[src/pnf_pkg.sv]
// Shared types, character codes and the digit-to-ASCII helper of the printf
// number formatter. No dependencies.
`default_nettype none

package pnf_pkg;

    localparam int QUEUE_DEPTH = 2;
    localparam int DEC_DIGITS  = 10;
    localparam int HEX_DIGITS  = 4;

    localparam logic [7:0] CHAR_NUL      = 8'h00;
    localparam logic [7:0] CHAR_PERCENT  = 8'h25;
    localparam logic [7:0] CHAR_MINUS    = 8'h2d;
    localparam logic [7:0] CHAR_ZERO     = 8'h30;
    localparam logic [7:0] CHAR_HEX_BASE = 8'h37; // 'A' - 10
    localparam logic [7:0] CHAR_CONV_C   = 8'h63;
    localparam logic [7:0] CHAR_CONV_I   = 8'h69;
    localparam logic [7:0] CHAR_CONV_L   = 8'h6c;
    localparam logic [7:0] CHAR_CONV_N   = 8'h6e;
    localparam logic [7:0] CHAR_CONV_U   = 8'h75;
    localparam logic [7:0] CHAR_CONV_X   = 8'h78;

    typedef enum logic [1:0] {
        OP_CHAR = 2'd0,
        OP_DEC  = 2'd1,
        OP_HEX  = 2'd2
    } op_t;

    // one classified item, front to back
    typedef struct packed {
        op_t         op;
        logic        neg;    // decimal: send a minus sign first
        logic        wide;   // decimal: 32-bit magnitude, else 16-bit
        logic [31:0] value;  // char in [7:0], magnitude, or hex word in [15:0]
    } cmd_t;

    function automatic logic [7:0] digit_char(input logic [3:0] d);
        if (d < 4'd10)
            return CHAR_ZERO + {4'b0000, d};
        else
            return CHAR_HEX_BASE + {4'b0000, d};
    endfunction

endpackage

`default_nettype wire

[src/printf_number_formatter_core.sv]
// Top level of the printf number formatter: front end, command queue and
// back end. Depends on pnf_pkg, pnf_front, pnf_queue and pnf_back.
//
// Input channel (in_valid / in_stall): one format character with its
// argument word per transaction. Output channel (out_valid / out_stall): one
// ASCII character per transaction; last_char marks the final character that
// an input item causes. An opening percent and NUL items produce nothing.
// Throughput: plain characters, %c and literal conversions go out at one per
// cycle while the output is not stalled. %x pops, then sends four digits.
// Decimal conversions pop, run shift-and-add-3 over 16 (%i, %u) or 32 (%l, %n)
// bits, then step through 10 digits (leading zeros skipped one per cycle
// unless the output stalls) after any minus sign; the back end runs one
// command at a time. A plain character passes through the queue and the
// output register. The queue lets the front end keep accepting while the
// back end converts; in_stall rises only when the queue is full.
// A stalled output holds its character; the back end waits for the slot.
// Reset clears the pending percent, empties the queue and drops any output.
`default_nettype none

module printf_number_formatter_core #(
    parameter int QUEUE_DEPTH = pnf_pkg::QUEUE_DEPTH
) (
    input  wire logic          clk,
    input  wire logic          rst_n,
    input  wire logic          in_valid,
    output logic               in_stall,
    input  wire logic [7:0]    format_char,
    input  wire logic [31:0]   arg_word,
    output logic               out_valid,
    input  wire logic          out_stall,
    output logic [7:0]         out_char,
    output logic               last_char
);
    import pnf_pkg::*;

    cmd_t push_cmd;
    cmd_t pop_cmd;
    logic q_push;
    logic q_full;
    logic q_pop;
    logic q_valid;

    pnf_front u_front (
        .clk         (clk),
        .rst_n       (rst_n),
        .in_valid    (in_valid),
        .in_stall    (in_stall),
        .format_char (format_char),
        .arg_word    (arg_word),
        .q_full      (q_full),
        .q_push      (q_push),
        .q_cmd       (push_cmd)
    );

    pnf_queue #(
        .DEPTH (QUEUE_DEPTH)
    ) u_queue (
        .clk       (clk),
        .rst_n     (rst_n),
        .push      (q_push),
        .push_cmd  (push_cmd),
        .full      (q_full),
        .pop       (q_pop),
        .pop_cmd   (pop_cmd),
        .not_empty (q_valid)
    );

    pnf_back u_back (
        .clk       (clk),
        .rst_n     (rst_n),
        .q_valid   (q_valid),
        .q_cmd     (pop_cmd),
        .q_pop     (q_pop),
        .out_valid (out_valid),
        .out_stall (out_stall),
        .out_char  (out_char),
        .last_char (last_char)
    );

`ifndef SYNTH
    // front end never pushes into a full queue
    a_no_overflow: assert property (@(posedge clk) disable iff (!rst_n)
        !(q_push && q_full))
        else $error("command pushed into full queue");

    // back end only takes commands that exist
    a_no_underflow: assert property (@(posedge clk) disable iff (!rst_n)
        q_pop |-> q_valid)
        else $error("command popped from empty queue");

    // a pushed command leaves the queue non-empty next cycle
    a_push_visible: assert property (@(posedge clk) disable iff (!rst_n)
        q_push |=> q_valid)
        else $error("pushed command lost");
`endif

endmodule

`default_nettype wire

[src/pnf_front.sv]
// Front end: accepts format characters, tracks the pending percent and turns
// each item into a command for the back end. Depends on pnf_pkg.
`default_nettype none

module pnf_front (
    input  wire logic          clk,
    input  wire logic          rst_n,
    input  wire logic          in_valid,
    output logic               in_stall,
    input  wire logic [7:0]    format_char,
    input  wire logic [31:0]   arg_word,
    input  wire logic          q_full,
    output logic               q_push,
    output pnf_pkg::cmd_t      q_cmd
);
    import pnf_pkg::*;

    logic        pending_reg, pending_next;
    logic        accept;
    logic [15:0] neg16;
    logic [31:0] neg32;

    assign in_stall = q_full;
    assign accept   = in_valid && !q_full;
    assign neg16    = 16'h0000 - arg_word[15:0];
    assign neg32    = 32'h0000_0000 - arg_word;

    always_comb
    begin
        pending_next = pending_reg;
        q_push       = 1'b0;
        q_cmd.op     = OP_CHAR;
        q_cmd.neg    = 1'b0;
        q_cmd.wide   = 1'b0;
        q_cmd.value  = {24'h000000, format_char};
        if (accept)
        begin
            if (!pending_reg)
            begin
                if (format_char == CHAR_PERCENT)
                    pending_next = 1'b1;
                else if (format_char != CHAR_NUL)
                    q_push = 1'b1;
            end
            else
            begin
                pending_next = 1'b0;
                q_push       = (format_char != CHAR_NUL);
                case (format_char)
                    CHAR_CONV_C:
                        q_cmd.value = {24'h000000, arg_word[7:0]};
                    CHAR_CONV_I:
                    begin
                        q_cmd.op    = OP_DEC;
                        q_cmd.neg   = arg_word[15];
                        // -32768 negates to itself, which is the right magnitude
                        q_cmd.value = {16'h0000, arg_word[15] ? neg16 : arg_word[15:0]};
                    end
                    CHAR_CONV_U:
                    begin
                        q_cmd.op    = OP_DEC;
                        q_cmd.value = {16'h0000, arg_word[15:0]};
                    end
                    CHAR_CONV_L:
                    begin
                        q_cmd.op    = OP_DEC;
                        q_cmd.wide  = 1'b1;
                        q_cmd.neg   = arg_word[31];
                        q_cmd.value = arg_word[31] ? neg32 : arg_word;
                    end
                    CHAR_CONV_N:
                    begin
                        q_cmd.op    = OP_DEC;
                        q_cmd.wide  = 1'b1;
                        q_cmd.value = arg_word;
                    end
                    CHAR_CONV_X:
                    begin
                        q_cmd.op    = OP_HEX;
                        q_cmd.value = {16'h0000, arg_word[15:0]};
                    end
                    default:
                        q_cmd.value = {24'h000000, format_char};
                endcase
            end
        end
    end

    always_ff @(posedge clk or negedge rst_n)
    begin
        if (!rst_n)
            pending_reg <= 1'b0;
        else
            pending_reg <= pending_next;
    end

endmodule

`default_nettype wire

[src/pnf_queue.sv]
// Small register FIFO of commands between front and back end.
// Depends on pnf_pkg.
`default_nettype none

module pnf_queue #(
    parameter int DEPTH = pnf_pkg::QUEUE_DEPTH
) (
    input  wire logic          clk,
    input  wire logic          rst_n,
    input  wire logic          push,
    input  wire pnf_pkg::cmd_t push_cmd,
    output logic               full,
    input  wire logic          pop,
    output pnf_pkg::cmd_t      pop_cmd,
    output logic               not_empty
);
    import pnf_pkg::*;

    localparam int PW = $clog2(DEPTH);
    localparam int CW = $clog2(DEPTH + 1);

    cmd_t            entry_reg [DEPTH];
    logic [PW-1:0]   wr_ptr_reg, wr_ptr_next;
    logic [PW-1:0]   rd_ptr_reg, rd_ptr_next;
    logic [CW-1:0]   count_reg, count_next;
    logic            do_push, do_pop;

    assign full      = (count_reg == CW'(DEPTH));
    assign not_empty = (count_reg != '0);
    assign do_push   = push && !full;
    assign do_pop    = pop && not_empty;
    assign pop_cmd   = entry_reg[rd_ptr_reg];

    always_comb
    begin
        wr_ptr_next = wr_ptr_reg;
        rd_ptr_next = rd_ptr_reg;
        count_next  = count_reg;
        if (do_push)
            wr_ptr_next = (wr_ptr_reg == PW'(DEPTH - 1)) ? '0 : wr_ptr_reg + PW'(1);
        if (do_pop)
            rd_ptr_next = (rd_ptr_reg == PW'(DEPTH - 1)) ? '0 : rd_ptr_reg + PW'(1);
        if (do_push && !do_pop)
            count_next = count_reg + CW'(1);
        else if (do_pop && !do_push)
            count_next = count_reg - CW'(1);
    end

    always_ff @(posedge clk or negedge rst_n)
    begin
        if (!rst_n)
        begin
            wr_ptr_reg <= '0;
            rd_ptr_reg <= '0;
            count_reg  <= '0;
        end
        else
        begin
            wr_ptr_reg <= wr_ptr_next;
            rd_ptr_reg <= rd_ptr_next;
            count_reg  <= count_next;
        end
    end

    always_ff @(posedge clk)
    begin
        if (do_push)
            entry_reg[wr_ptr_reg] <= push_cmd;
    end

endmodule

`default_nettype wire

[src/pnf_back.sv]
// Back end: executes commands, converting binary to BCD by shift-and-add-3
// and sending characters through an output register. Depends on pnf_pkg.
`default_nettype none

module pnf_back (
    input  wire logic          clk,
    input  wire logic          rst_n,
    input  wire logic          q_valid,
    input  wire pnf_pkg::cmd_t q_cmd,
    output logic               q_pop,
    output logic               out_valid,
    input  wire logic          out_stall,
    output logic [7:0]         out_char,
    output logic               last_char
);
    import pnf_pkg::*;

    localparam int BCD_W = 4 * DEC_DIGITS;

    typedef enum logic [2:0] {
        ST_IDLE = 3'b001,
        ST_CONV = 3'b010,
        ST_EMIT = 3'b100
    } state_t;

    state_t           state_reg, state_next;
    logic [31:0]      bin_reg, bin_next;
    logic [BCD_W-1:0] bcd_reg, bcd_next;
    logic [5:0]       bits_reg, bits_next;
    logic [3:0]       left_reg, left_next;
    logic             neg_reg, neg_next;
    logic             started_reg, started_next;
    logic             out_valid_reg, out_valid_next;
    logic [7:0]       out_char_reg, out_char_next;
    logic             last_reg, last_next;

    logic             out_free;
    logic [BCD_W-1:0] bcd_adj;
    logic [3:0]       top_digit;

    assign out_free  = !out_valid_reg || !out_stall;
    assign out_valid = out_valid_reg;
    assign out_char  = out_char_reg;
    assign last_char = last_reg;
    assign top_digit = bcd_reg[BCD_W-1 -: 4];

    always_comb
    begin
        for (int k = 0; k < DEC_DIGITS; k++)
        begin
            if (bcd_reg[4*k +: 4] >= 4'd5)
                bcd_adj[4*k +: 4] = bcd_reg[4*k +: 4] + 4'd3;
            else
                bcd_adj[4*k +: 4] = bcd_reg[4*k +: 4];
        end
    end

    always_comb
    begin
        state_next     = state_reg;
        bin_next       = bin_reg;
        bcd_next       = bcd_reg;
        bits_next      = bits_reg;
        left_next      = left_reg;
        neg_next       = neg_reg;
        started_next   = started_reg;
        out_char_next  = out_char_reg;
        last_next      = last_reg;
        out_valid_next = out_valid_reg && out_stall;
        q_pop          = 1'b0;

        case (state_reg)
            ST_IDLE:
            begin
                if (q_valid)
                begin
                    case (q_cmd.op)
                        OP_CHAR:
                        begin
                            if (out_free)
                            begin
                                q_pop          = 1'b1;
                                out_valid_next = 1'b1;
                                out_char_next  = q_cmd.value[7:0];
                                last_next      = 1'b1;
                            end
                        end
                        OP_DEC:
                        begin
                            q_pop        = 1'b1;
                            neg_next     = q_cmd.neg;
                            started_next = 1'b0;
                            bcd_next     = '0;
                            left_next    = 4'(DEC_DIGITS);
                            bin_next     = q_cmd.wide ? q_cmd.value
                                                      : {q_cmd.value[15:0], 16'h0000};
                            bits_next    = q_cmd.wide ? 6'd32 : 6'd16;
                            state_next   = ST_CONV;
                        end
                        OP_HEX:
                        begin
                            q_pop        = 1'b1;
                            neg_next     = 1'b0;
                            started_next = 1'b1;
                            bcd_next     = {q_cmd.value[15:0], {(BCD_W - 16){1'b0}}};
                            left_next    = 4'(HEX_DIGITS);
                            state_next   = ST_EMIT;
                        end
                        default:
                            q_pop = 1'b1;
                    endcase
                end
            end
            ST_CONV:
            begin
                bcd_next  = {bcd_adj[BCD_W-2:0], bin_reg[31]};
                bin_next  = {bin_reg[30:0], 1'b0};
                bits_next = bits_reg - 6'd1;
                if (bits_reg == 6'd1)
                    state_next = ST_EMIT;
            end
            ST_EMIT:
            begin
                if (out_free)
                begin
                    if (neg_reg)
                    begin
                        neg_next       = 1'b0;
                        out_valid_next = 1'b1;
                        out_char_next  = CHAR_MINUS;
                        last_next      = 1'b0;
                    end
                    else
                    begin
                        bcd_next  = {bcd_reg[BCD_W-5:0], 4'h0};
                        left_next = left_reg - 4'd1;
                        // leading zeros are dropped, but the final digit always goes
                        if (top_digit != 4'h0 || started_reg || left_reg == 4'd1)
                        begin
                            started_next   = 1'b1;
                            out_valid_next = 1'b1;
                            out_char_next  = digit_char(top_digit);
                            last_next      = (left_reg == 4'd1);
                        end
                        if (left_reg == 4'd1)
                            state_next = ST_IDLE;
                    end
                end
            end
            default:
                state_next = ST_IDLE;
        endcase
    end

    always_ff @(posedge clk or negedge rst_n)
    begin
        if (!rst_n)
        begin
            state_reg     <= ST_IDLE;
            out_valid_reg <= 1'b0;
        end
        else
        begin
            state_reg     <= state_next;
            out_valid_reg <= out_valid_next;
        end
    end

    always_ff @(posedge clk)
    begin
        bin_reg      <= bin_next;
        bcd_reg      <= bcd_next;
        bits_reg     <= bits_next;
        left_reg     <= left_next;
        neg_reg      <= neg_next;
        started_reg  <= started_next;
        out_char_reg <= out_char_next;
        last_reg     <= last_next;
    end

endmodule

`default_nettype wire

[config.mk]
export PLATFORM = sky130hd
export DESIGN_NAME = printf_number_formatter_core
export DESIGN_NICKNAME = d
export VERILOG_FILES = /design/src/pnf_pkg.sv /design/src/printf_number_formatter_core.sv /design/src/pnf_front.sv /design/src/pnf_queue.sv /design/src/pnf_back.sv
export SDC_FILE = /design/constraint.sdc
export NUM_CORES = 1
export LEC_CHECK = 0
export ABC_AREA = 1
export BUFFER_PORTS_ARGS = -buffer_cell sky130_fd_sc_hd__buf_2
export CORE_AREA = 4 4 114 170
export CTS_CLUSTER_DIAMETER = 100
export DETAILED_ROUTE_END_ITERATION = 8
export DIE_AREA = 0 0 118 174
export PLACE_DENSITY_LB_ADDON = 0.12
export SLEW_MARGIN = 15
export SYNTH_ARGS = -nofsm -noshare
export SYNTH_HDL_FRONTEND = slang
export SYNTH_SLANG_ARGS = --single-unit
[constraint.sdc]
create_clock -name clk -period 3.6 [get_ports clk]
set_clock_uncertainty 0.15 [all_clocks]
set_input_delay 0.72 -clock clk [delete_from_list [all_inputs] [get_ports clk]]
set_output_delay 0.72 -clock clk [all_outputs]
set_load 0.02 [all_outputs]
## Yosys cells after proc, flatten, opt, wreduce, memory -nomap -nowiden

Memories as Yosys holds them, arrays and structs flattened.
Cells that the tools add are included.

- Bits in writable memories: 72
- Memories kept: 1
- Bits of input ports: 44
- Flip-flop bits (word level): 102
- Word-level logic and storage cells: 195
- Output and inout bits: 11

Memory list:

| name | depth | width | read ports | clocked after memory_dff | wr ports | RTL line | text |
|---|---|---|---|---|---|---|---|
| u_queue.entry_reg | 2 | 36 | 1 | 0 | 1 | pnf_queue.sv:22 | `cmd_t entry_reg [DEPTH];` |

- Muxes and demuxes: 91
- Reductions and logical operators: 32
- Add/subtract/negate cells: 20
- Eq/ne operators: 26
- $lt $le $gt $ge: 11

Operator list:

| operator | count |
|---|---|
| $pmux W32 S5 | 1 |
| $mux W32 | 4 |
| $mux W40 | 3 |
| $pmux W40 S3 | 1 |
| $pmux W40 S2 | 1 |
| $mux W36 | 2 |
| $pmux W32 S2 | 1 |
| $mux W8 | 7 |
| $eq A8 B7 Y1 const B | 6 |
| $mux W4 | 12 |
| $ge A4 B3 Y1 const B | 10 |
| $add A4 B2 Y4 const B | 9 |
| $mux W1 | 33 |
| $sub A1 B32 Y32 const A | 1 |
| $mux W3 | 6 |
| $mux W6 | 3 |
| $reduce_and A6 Y1 | 3 |
| $mux W16 | 1 |
| $pmux W4 S2 | 2 |
| $pmux W8 S2 | 1 |
| $sub A1 B16 Y16 const A | 1 |
| $add A6 B4 Y7 const A | 2 |
| $pmux W1 S2 | 7 |
| $pmux W6 S2 | 1 |
| 36 further kinds | 62 |

## Depth between registers and ports, before layout

- Depth in word-level cells: 10
- Mapped depth: 12
- Depth with buffers taken out: 12

## Modules after synthesis

Synthesis repeated with hierarchy kept, for this count alone.

- Cell total of the unflattened synthesis: 1,245
- Area, all modules: 10,291.1 µm²

Modules (own cells, without submodules):

| module | instances | seq. area each (µm²) | cells an instance | area an instance (µm²) |
|---|---|---|---|---|
| pnf_back | 1 | 2,894.0 | 624 | 5,672.9 |
| pnf_queue | 1 | 2,262.2 | 219 | 2,875.3 |
| pnf_front | 1 | 25.0 | 402 | 1,742.9 |

## Worst setup path after synthesis

OpenSTA, ideal clock, no wires.

- Kind: register -> register
- Start point: register u_queue.rd_ptr_reg
- End point: register u_back.bcd_reg[0], enable pin
- Buffers on the path: 1
- Library setup time: 0.451 ns
- Arrival: 3.110 ns
- Cell stages (with the launch flop): 9
- Clock period less this slack: 3.711 ns
- Data required time: 2.999 ns
- Path slack: -0.111 ns
- Cells stage by stage: dfrtp_1 buf_4 o21ai_0 a21oi_1 nand2_1 nand2_1 inv_1 nand2_1 a21oi_1

- Longest elaborated chain between the ends: 4
- Elaborated cells between the ends (all ways): 5
- Those cells by class: eq/ne: 3; reduce/logical: 1; memory: 1

RTL lines:

| item | RTL line | text |
|---|---|---|
| start, declared | pnf_queue.sv:24 | `logic [PW-1:0] rd_ptr_reg, rd_ptr_next;` |
| start signal, assigned | pnf_queue.sv:60 | `rd_ptr_reg <= rd_ptr_next;` |
| $mem_v2 Z2 W36 * | n/a |  |
| $eq A2 B1 Y1 or $eq A2 B2 Y1 (tied branches) | pnf_back.sv:77 | `case (q_cmd.op)` |
| $ne A3 B3 Y1 (no line) * | n/a |  |
| $reduce_and A5 Y1 (no line) * | n/a |  |
| end signal, assigned | pnf_back.sv:172 | `bcd_reg <= bcd_next;` |
| end, declared | pnf_back.sv:28 | `logic [BCD_W-1:0] bcd_reg, bcd_next;` |

Every way passes the cells marked *; elsewhere a longest branch is shown, timed or not.
A chain may end at the register's enable or synchronous reset.

## Worst setup path in the final report

- Start point: register u_queue.rd_ptr_reg
- End point: register u_back.bcd_reg[2], enable pin

The elaborated chain is that of the path after synthesis.

==> flow_summary.json <==
{
  "status": "completed",
  "synth_top_flop_cell": "sky130_fd_sc_hd__edfxtp_1",
  "die_height_um": 174,
  "vias_per_cell": 5.50,
  "ant_nets": 0,
  "synth-seq-area-share_pct": 52.5,
  "yosys.cell_count.top_type": "sky130_fd_sc_hd__nand2_1",
  "synth-seq-cells": 174,
  "postRouteWirelength_mm": 22.4,
  "final_period_minus_worst_setup_slack_ns": 2.60,
  "dieArea_sq_um": 20500,
  "post-synth-top-area-cell": "sky130_fd_sc_hd__edfxtp_1",
  "synth-edff-count": 165,
  "detailed_place_hpwl_mm": 16.0,
  "cp.buffers_inverters": 3,
  "drive_gt1_share_pct": 12.2,
  "multi_input_area_sq_um": 4010,
  "htree_num_levels": 4,
  "detailedRoute.firstIterationViolations": 483,
  "largest_reg_flops": 72,
  "yosysTopAreaCellShare_pct": 50.2,
  "max-slew-margin-rel_pct": 36.4,
  "dpl_cell_area_sq_um": 10400,
  "grt_first_pass_wirelength_mm": 36.7,
  "root_buffer": "sky130_fd_sc_hd__clkbuf_16",
  "ir_drop_worst_case_vdd_mv": 0.409,
  "start_util_pct": 55.3,
  "worst-slew-pin-transition_ns": 0.928,
  "cpLargestDelayFamily": "compound AO/OA/AOI/OAI gates",
  "grt_setup_unrepaired": "no",
  "gpl.final_weighted_congestion": 0.924,
  "async_reset_ff_share_pct": 5.17,
  "layout.cell_area.non_filler_sq_um": 11000,
  "max_stage_delay_on_crit_path_ns": 0.45,
  "path_cells": "inv_4, nand2_1, o21ai_1, a21oi_1, nand2_1, nand2_1, inv_1, nand2_1, a21oi_4, buf_12",
  "finalHoldViolCount": 0,
  "synthesized_netlist_net_count": 1186,
  "layout.area.seq_sq_um": 5180,
  "cellPowerDensity_nw_per_um2": 847,
  "antenna-diode-count": 0,
  "antenna_violations_before_repair": 0,
  "clock_tree.buffer_depth": 2,
  "clk-insertion-delay-late_ns": 0.42,
  "area_delta_synth_final_pct": 11.4,
  "report.power.total_uw": 9320,
  "synthesis.instances": 1114,
  "grt.total_usage_pct": 22.0,
  "totalNegativeSetupSlack_ns": 0,
  "leakage_uw": 0.00462,
  "worst_hold_slack_ns": 0.373,
  "route.detailed.drc": 0,
  "worst-path-max-fanout": 28,
  "cp.arrival_ns": 2.58,
  "synth_cell_types": 55,
  "timing.max_cap.violations": 0,
  "worst_ep_required_time_ns": 3.57,
  "clock_slew_seen_by_the_registers_of_the_worst_setup_and_hold_paths_ns": 0.07,
  "critPathKind": "flop to flop",
  "clkSinkCount": 174,
  "rows": 60,
  "hold_path_class": "flop to flop",
  "ios": 55,
  "worstSetupStartpointType": "flop",
  "average_cell_area_after_synthesis_sq_um": 8.87,
  "drt-pass1-iter-count": 5,
  "drt-wirelength-per-cell_um": 16.0,
  "first_global_vias": 7702,
  "finalSetupViolCount": 0,
  "ctsResizeCount": 0,
  "detailroute.via_count": 7698,
  "final.period_utilization_pct": 72.3,
  "cpMaxStageDelayCell": "sky130_fd_sc_hd__a21oi_4",
  "worst_path_most_repeated_cell": "sky130_fd_sc_hd__nand2_1",
  "grt_start_max_net_pins": 62,
  "coreArea_sq_um": 17900,
  "tritoncts": "built",
  "port_buffers": 54,
  "numCtsBuffers": 17,
  "synthesis.yosys.warnings": 0,
  "synth_commonest_cells": "sky130_fd_sc_hd__nand2_1 (233), sky130_fd_sc_hd__edfxtp_1 (165), sky130_fd_sc_hd__nor2_1 (146)",
  "final_nets": 1242,
  "achievable-frequency_ghz": 0.384,
  "globalRoute.totalOverflow": 0,
  "synth_area_sq_um": 9880,
  "critPathCaptureType": "flop",
  "synth.top_cells.by_area": "sky130_fd_sc_hd__edfxtp_1 (50%), sky130_fd_sc_hd__nand2_1 (8.9%), sky130_fd_sc_hd__nor2_1 (5.5%), sky130_fd_sc_hd__inv_1 (5.1%), sky130_fd_sc_hd__o21ai_0 (4.7%)",
  "nFillCells": 1597,
  "die_width_um": 118,
  "maxSlewViolCount": 0
}
==> cell families after synthesis <==
kind of cell	share of synthesized area (%)
compound gates	12.5
xor+xnor	1.33
fa+ha+maj	3.55
buf+inv	7.18
flops	52.5
mux	1.01
simple gates	22.0
==> through the flow <==
stage | setup WS [ns] | instances | util [%]
after floorplan | 0.318 | 1114 | -
after CTS | 0.978 | 1400 | 61.6
after detailed placement | 0.804 | 1367 | 58.1
final | 0.996 | 1400 | 61.6
after global placement | 0.857 | 1367 | 58.1
after global routing | 0.762 | 1400 | 61.6
==> path summary, 6_finish.rpt <==
path,end,slack [ns],depth (start not counted),from
setup / recovery,u_back.bcd_reg[2]$_DFFE_PP_,1.0,10,u_queue.rd_ptr_reg$_DFFE_PN0P_
max in group asynchronous,u_back.state_reg[0]$_DFFE_PN1P_,2.53,2,rst_n
hold reg to reg,u_back.bin_reg[26]$_DFFE_PP_,0.37,2,u_back.bin_reg[25]$_DFFE_PP_
min in group asynchronous,u_front.pending_reg$_DFFE_PN0P_,0.52,2,rst_n
setup reg to reg,u_back.bcd_reg[2]$_DFFE_PP_,1.0,10,u_queue.rd_ptr_reg$_DFFE_PN0P_
hold / removal,u_back.bin_reg[26]$_DFFE_PP_,0.37,2,u_back.bin_reg[25]$_DFFE_PP_
==> metal layers <==
layer	share of wire [%]	global-route usage, %
met5	0	0
met4	3.4	9.98
met3	3.7	2.93
met2	53	40.8
met1	40	25.1
==> where the power goes <==
part / internal [uW] / total, uW / leakage, uW / switching (uW)
Clock: 1120 / 1930 / 0.000301 / 815
Combinational: 1050 / 3490 / 0.00264 / 2440
Sequential: 3470 / 3890 / 0.00168 / 426
Total: 5630 / 9320 / 0.00462 / 3680
==> cell usage in the layout, fill, tap and decap left out, types with 2 or more instances in the layout <==
master / count
sky130_fd_sc_hd__ha_1: 28
sky130_fd_sc_hd__nor3_1: 11
sky130_fd_sc_hd__nand4_1: 7
sky130_fd_sc_hd__a22oi_1: 4
sky130_fd_sc_hd__mux2i_1: 10
sky130_fd_sc_hd__o21ai_0: 93
sky130_fd_sc_hd__inv_8: 4
sky130_fd_sc_hd__xor2_1: 13
sky130_fd_sc_hd__or2_1: 2
sky130_fd_sc_hd__o32ai_1: 4
sky130_fd_sc_hd__a21oi_1: 59
sky130_fd_sc_hd__edfxtp_1: 165
sky130_fd_sc_hd__inv_6: 5
sky130_fd_sc_hd__dfrtp_1: 8
sky130_fd_sc_hd__a32oi_1: 2
sky130_fd_sc_hd__nand3_2: 2
sky130_fd_sc_hd__inv_2: 6
sky130_fd_sc_hd__nor2_1: 143
sky130_fd_sc_hd__buf_2: 54
sky130_fd_sc_hd__o221ai_1: 9
sky130_fd_sc_hd__bufinv_16: 3
sky130_fd_sc_hd__or2_2: 9
sky130_fd_sc_hd__clkbuf_16: 17
sky130_fd_sc_hd__nand3_1: 63
sky130_fd_sc_hd__xnor2_1: 2
sky130_fd_sc_hd__o21ai_1: 12
sky130_fd_sc_hd__o211ai_1: 4
sky130_fd_sc_hd__a211oi_1: 3
sky130_fd_sc_hd__nand2_2: 8
sky130_fd_sc_hd__a32o_1: 5
sky130_fd_sc_hd__a31oi_1: 2
sky130_fd_sc_hd__buf_4: 11
sky130_fd_sc_hd__nand2_1: 233
sky130_fd_sc_hd__o22ai_1: 10
sky130_fd_sc_hd__nor2_2: 6
sky130_fd_sc_hd__o21ai_2: 2
sky130_fd_sc_hd__clkinvlp_4: 2
sky130_fd_sc_hd__nand3b_1: 3
sky130_fd_sc_hd__inv_1: 135
sky130_fd_sc_hd__nor2_4: 5
==> timing repair <==
item | CTS | global route
buffers inserted | 0 | 0
endpoints found under the hold margin | 8 | 0
hold buffers | 1 | 0
==> worst register-to-register path, stage by stage (launching register included) <==
cell	delay [ns]
sky130_fd_sc_hd__dfrtp_1	0.44
sky130_fd_sc_hd__inv_4	0.26
sky130_fd_sc_hd__nand2_1	0.08
sky130_fd_sc_hd__o21ai_1	0.13
sky130_fd_sc_hd__a21oi_1	0.16
sky130_fd_sc_hd__nand2_1	0.09
sky130_fd_sc_hd__nand2_1	0.08
sky130_fd_sc_hd__inv_1	0.07
sky130_fd_sc_hd__nand2_1	0.12
sky130_fd_sc_hd__a21oi_4	0.45
sky130_fd_sc_hd__buf_12	0.27
==> area by class of cell <==
| cell class | count | area share, % |
|---|---|---|
| clock buffer | 17 | 3.87 |
| clock inverter | 15 | 1.80 |
| inverter | 142 | 4.87 |
| multi-input combinational | 768 | 36.4 |
| sequential | 174 | 47.1 |
| tap | 217 | 2.47 |
| timing repair buffer | 67 | 3.48 |
No activity file was read; power rests on OpenSTA's default activity.
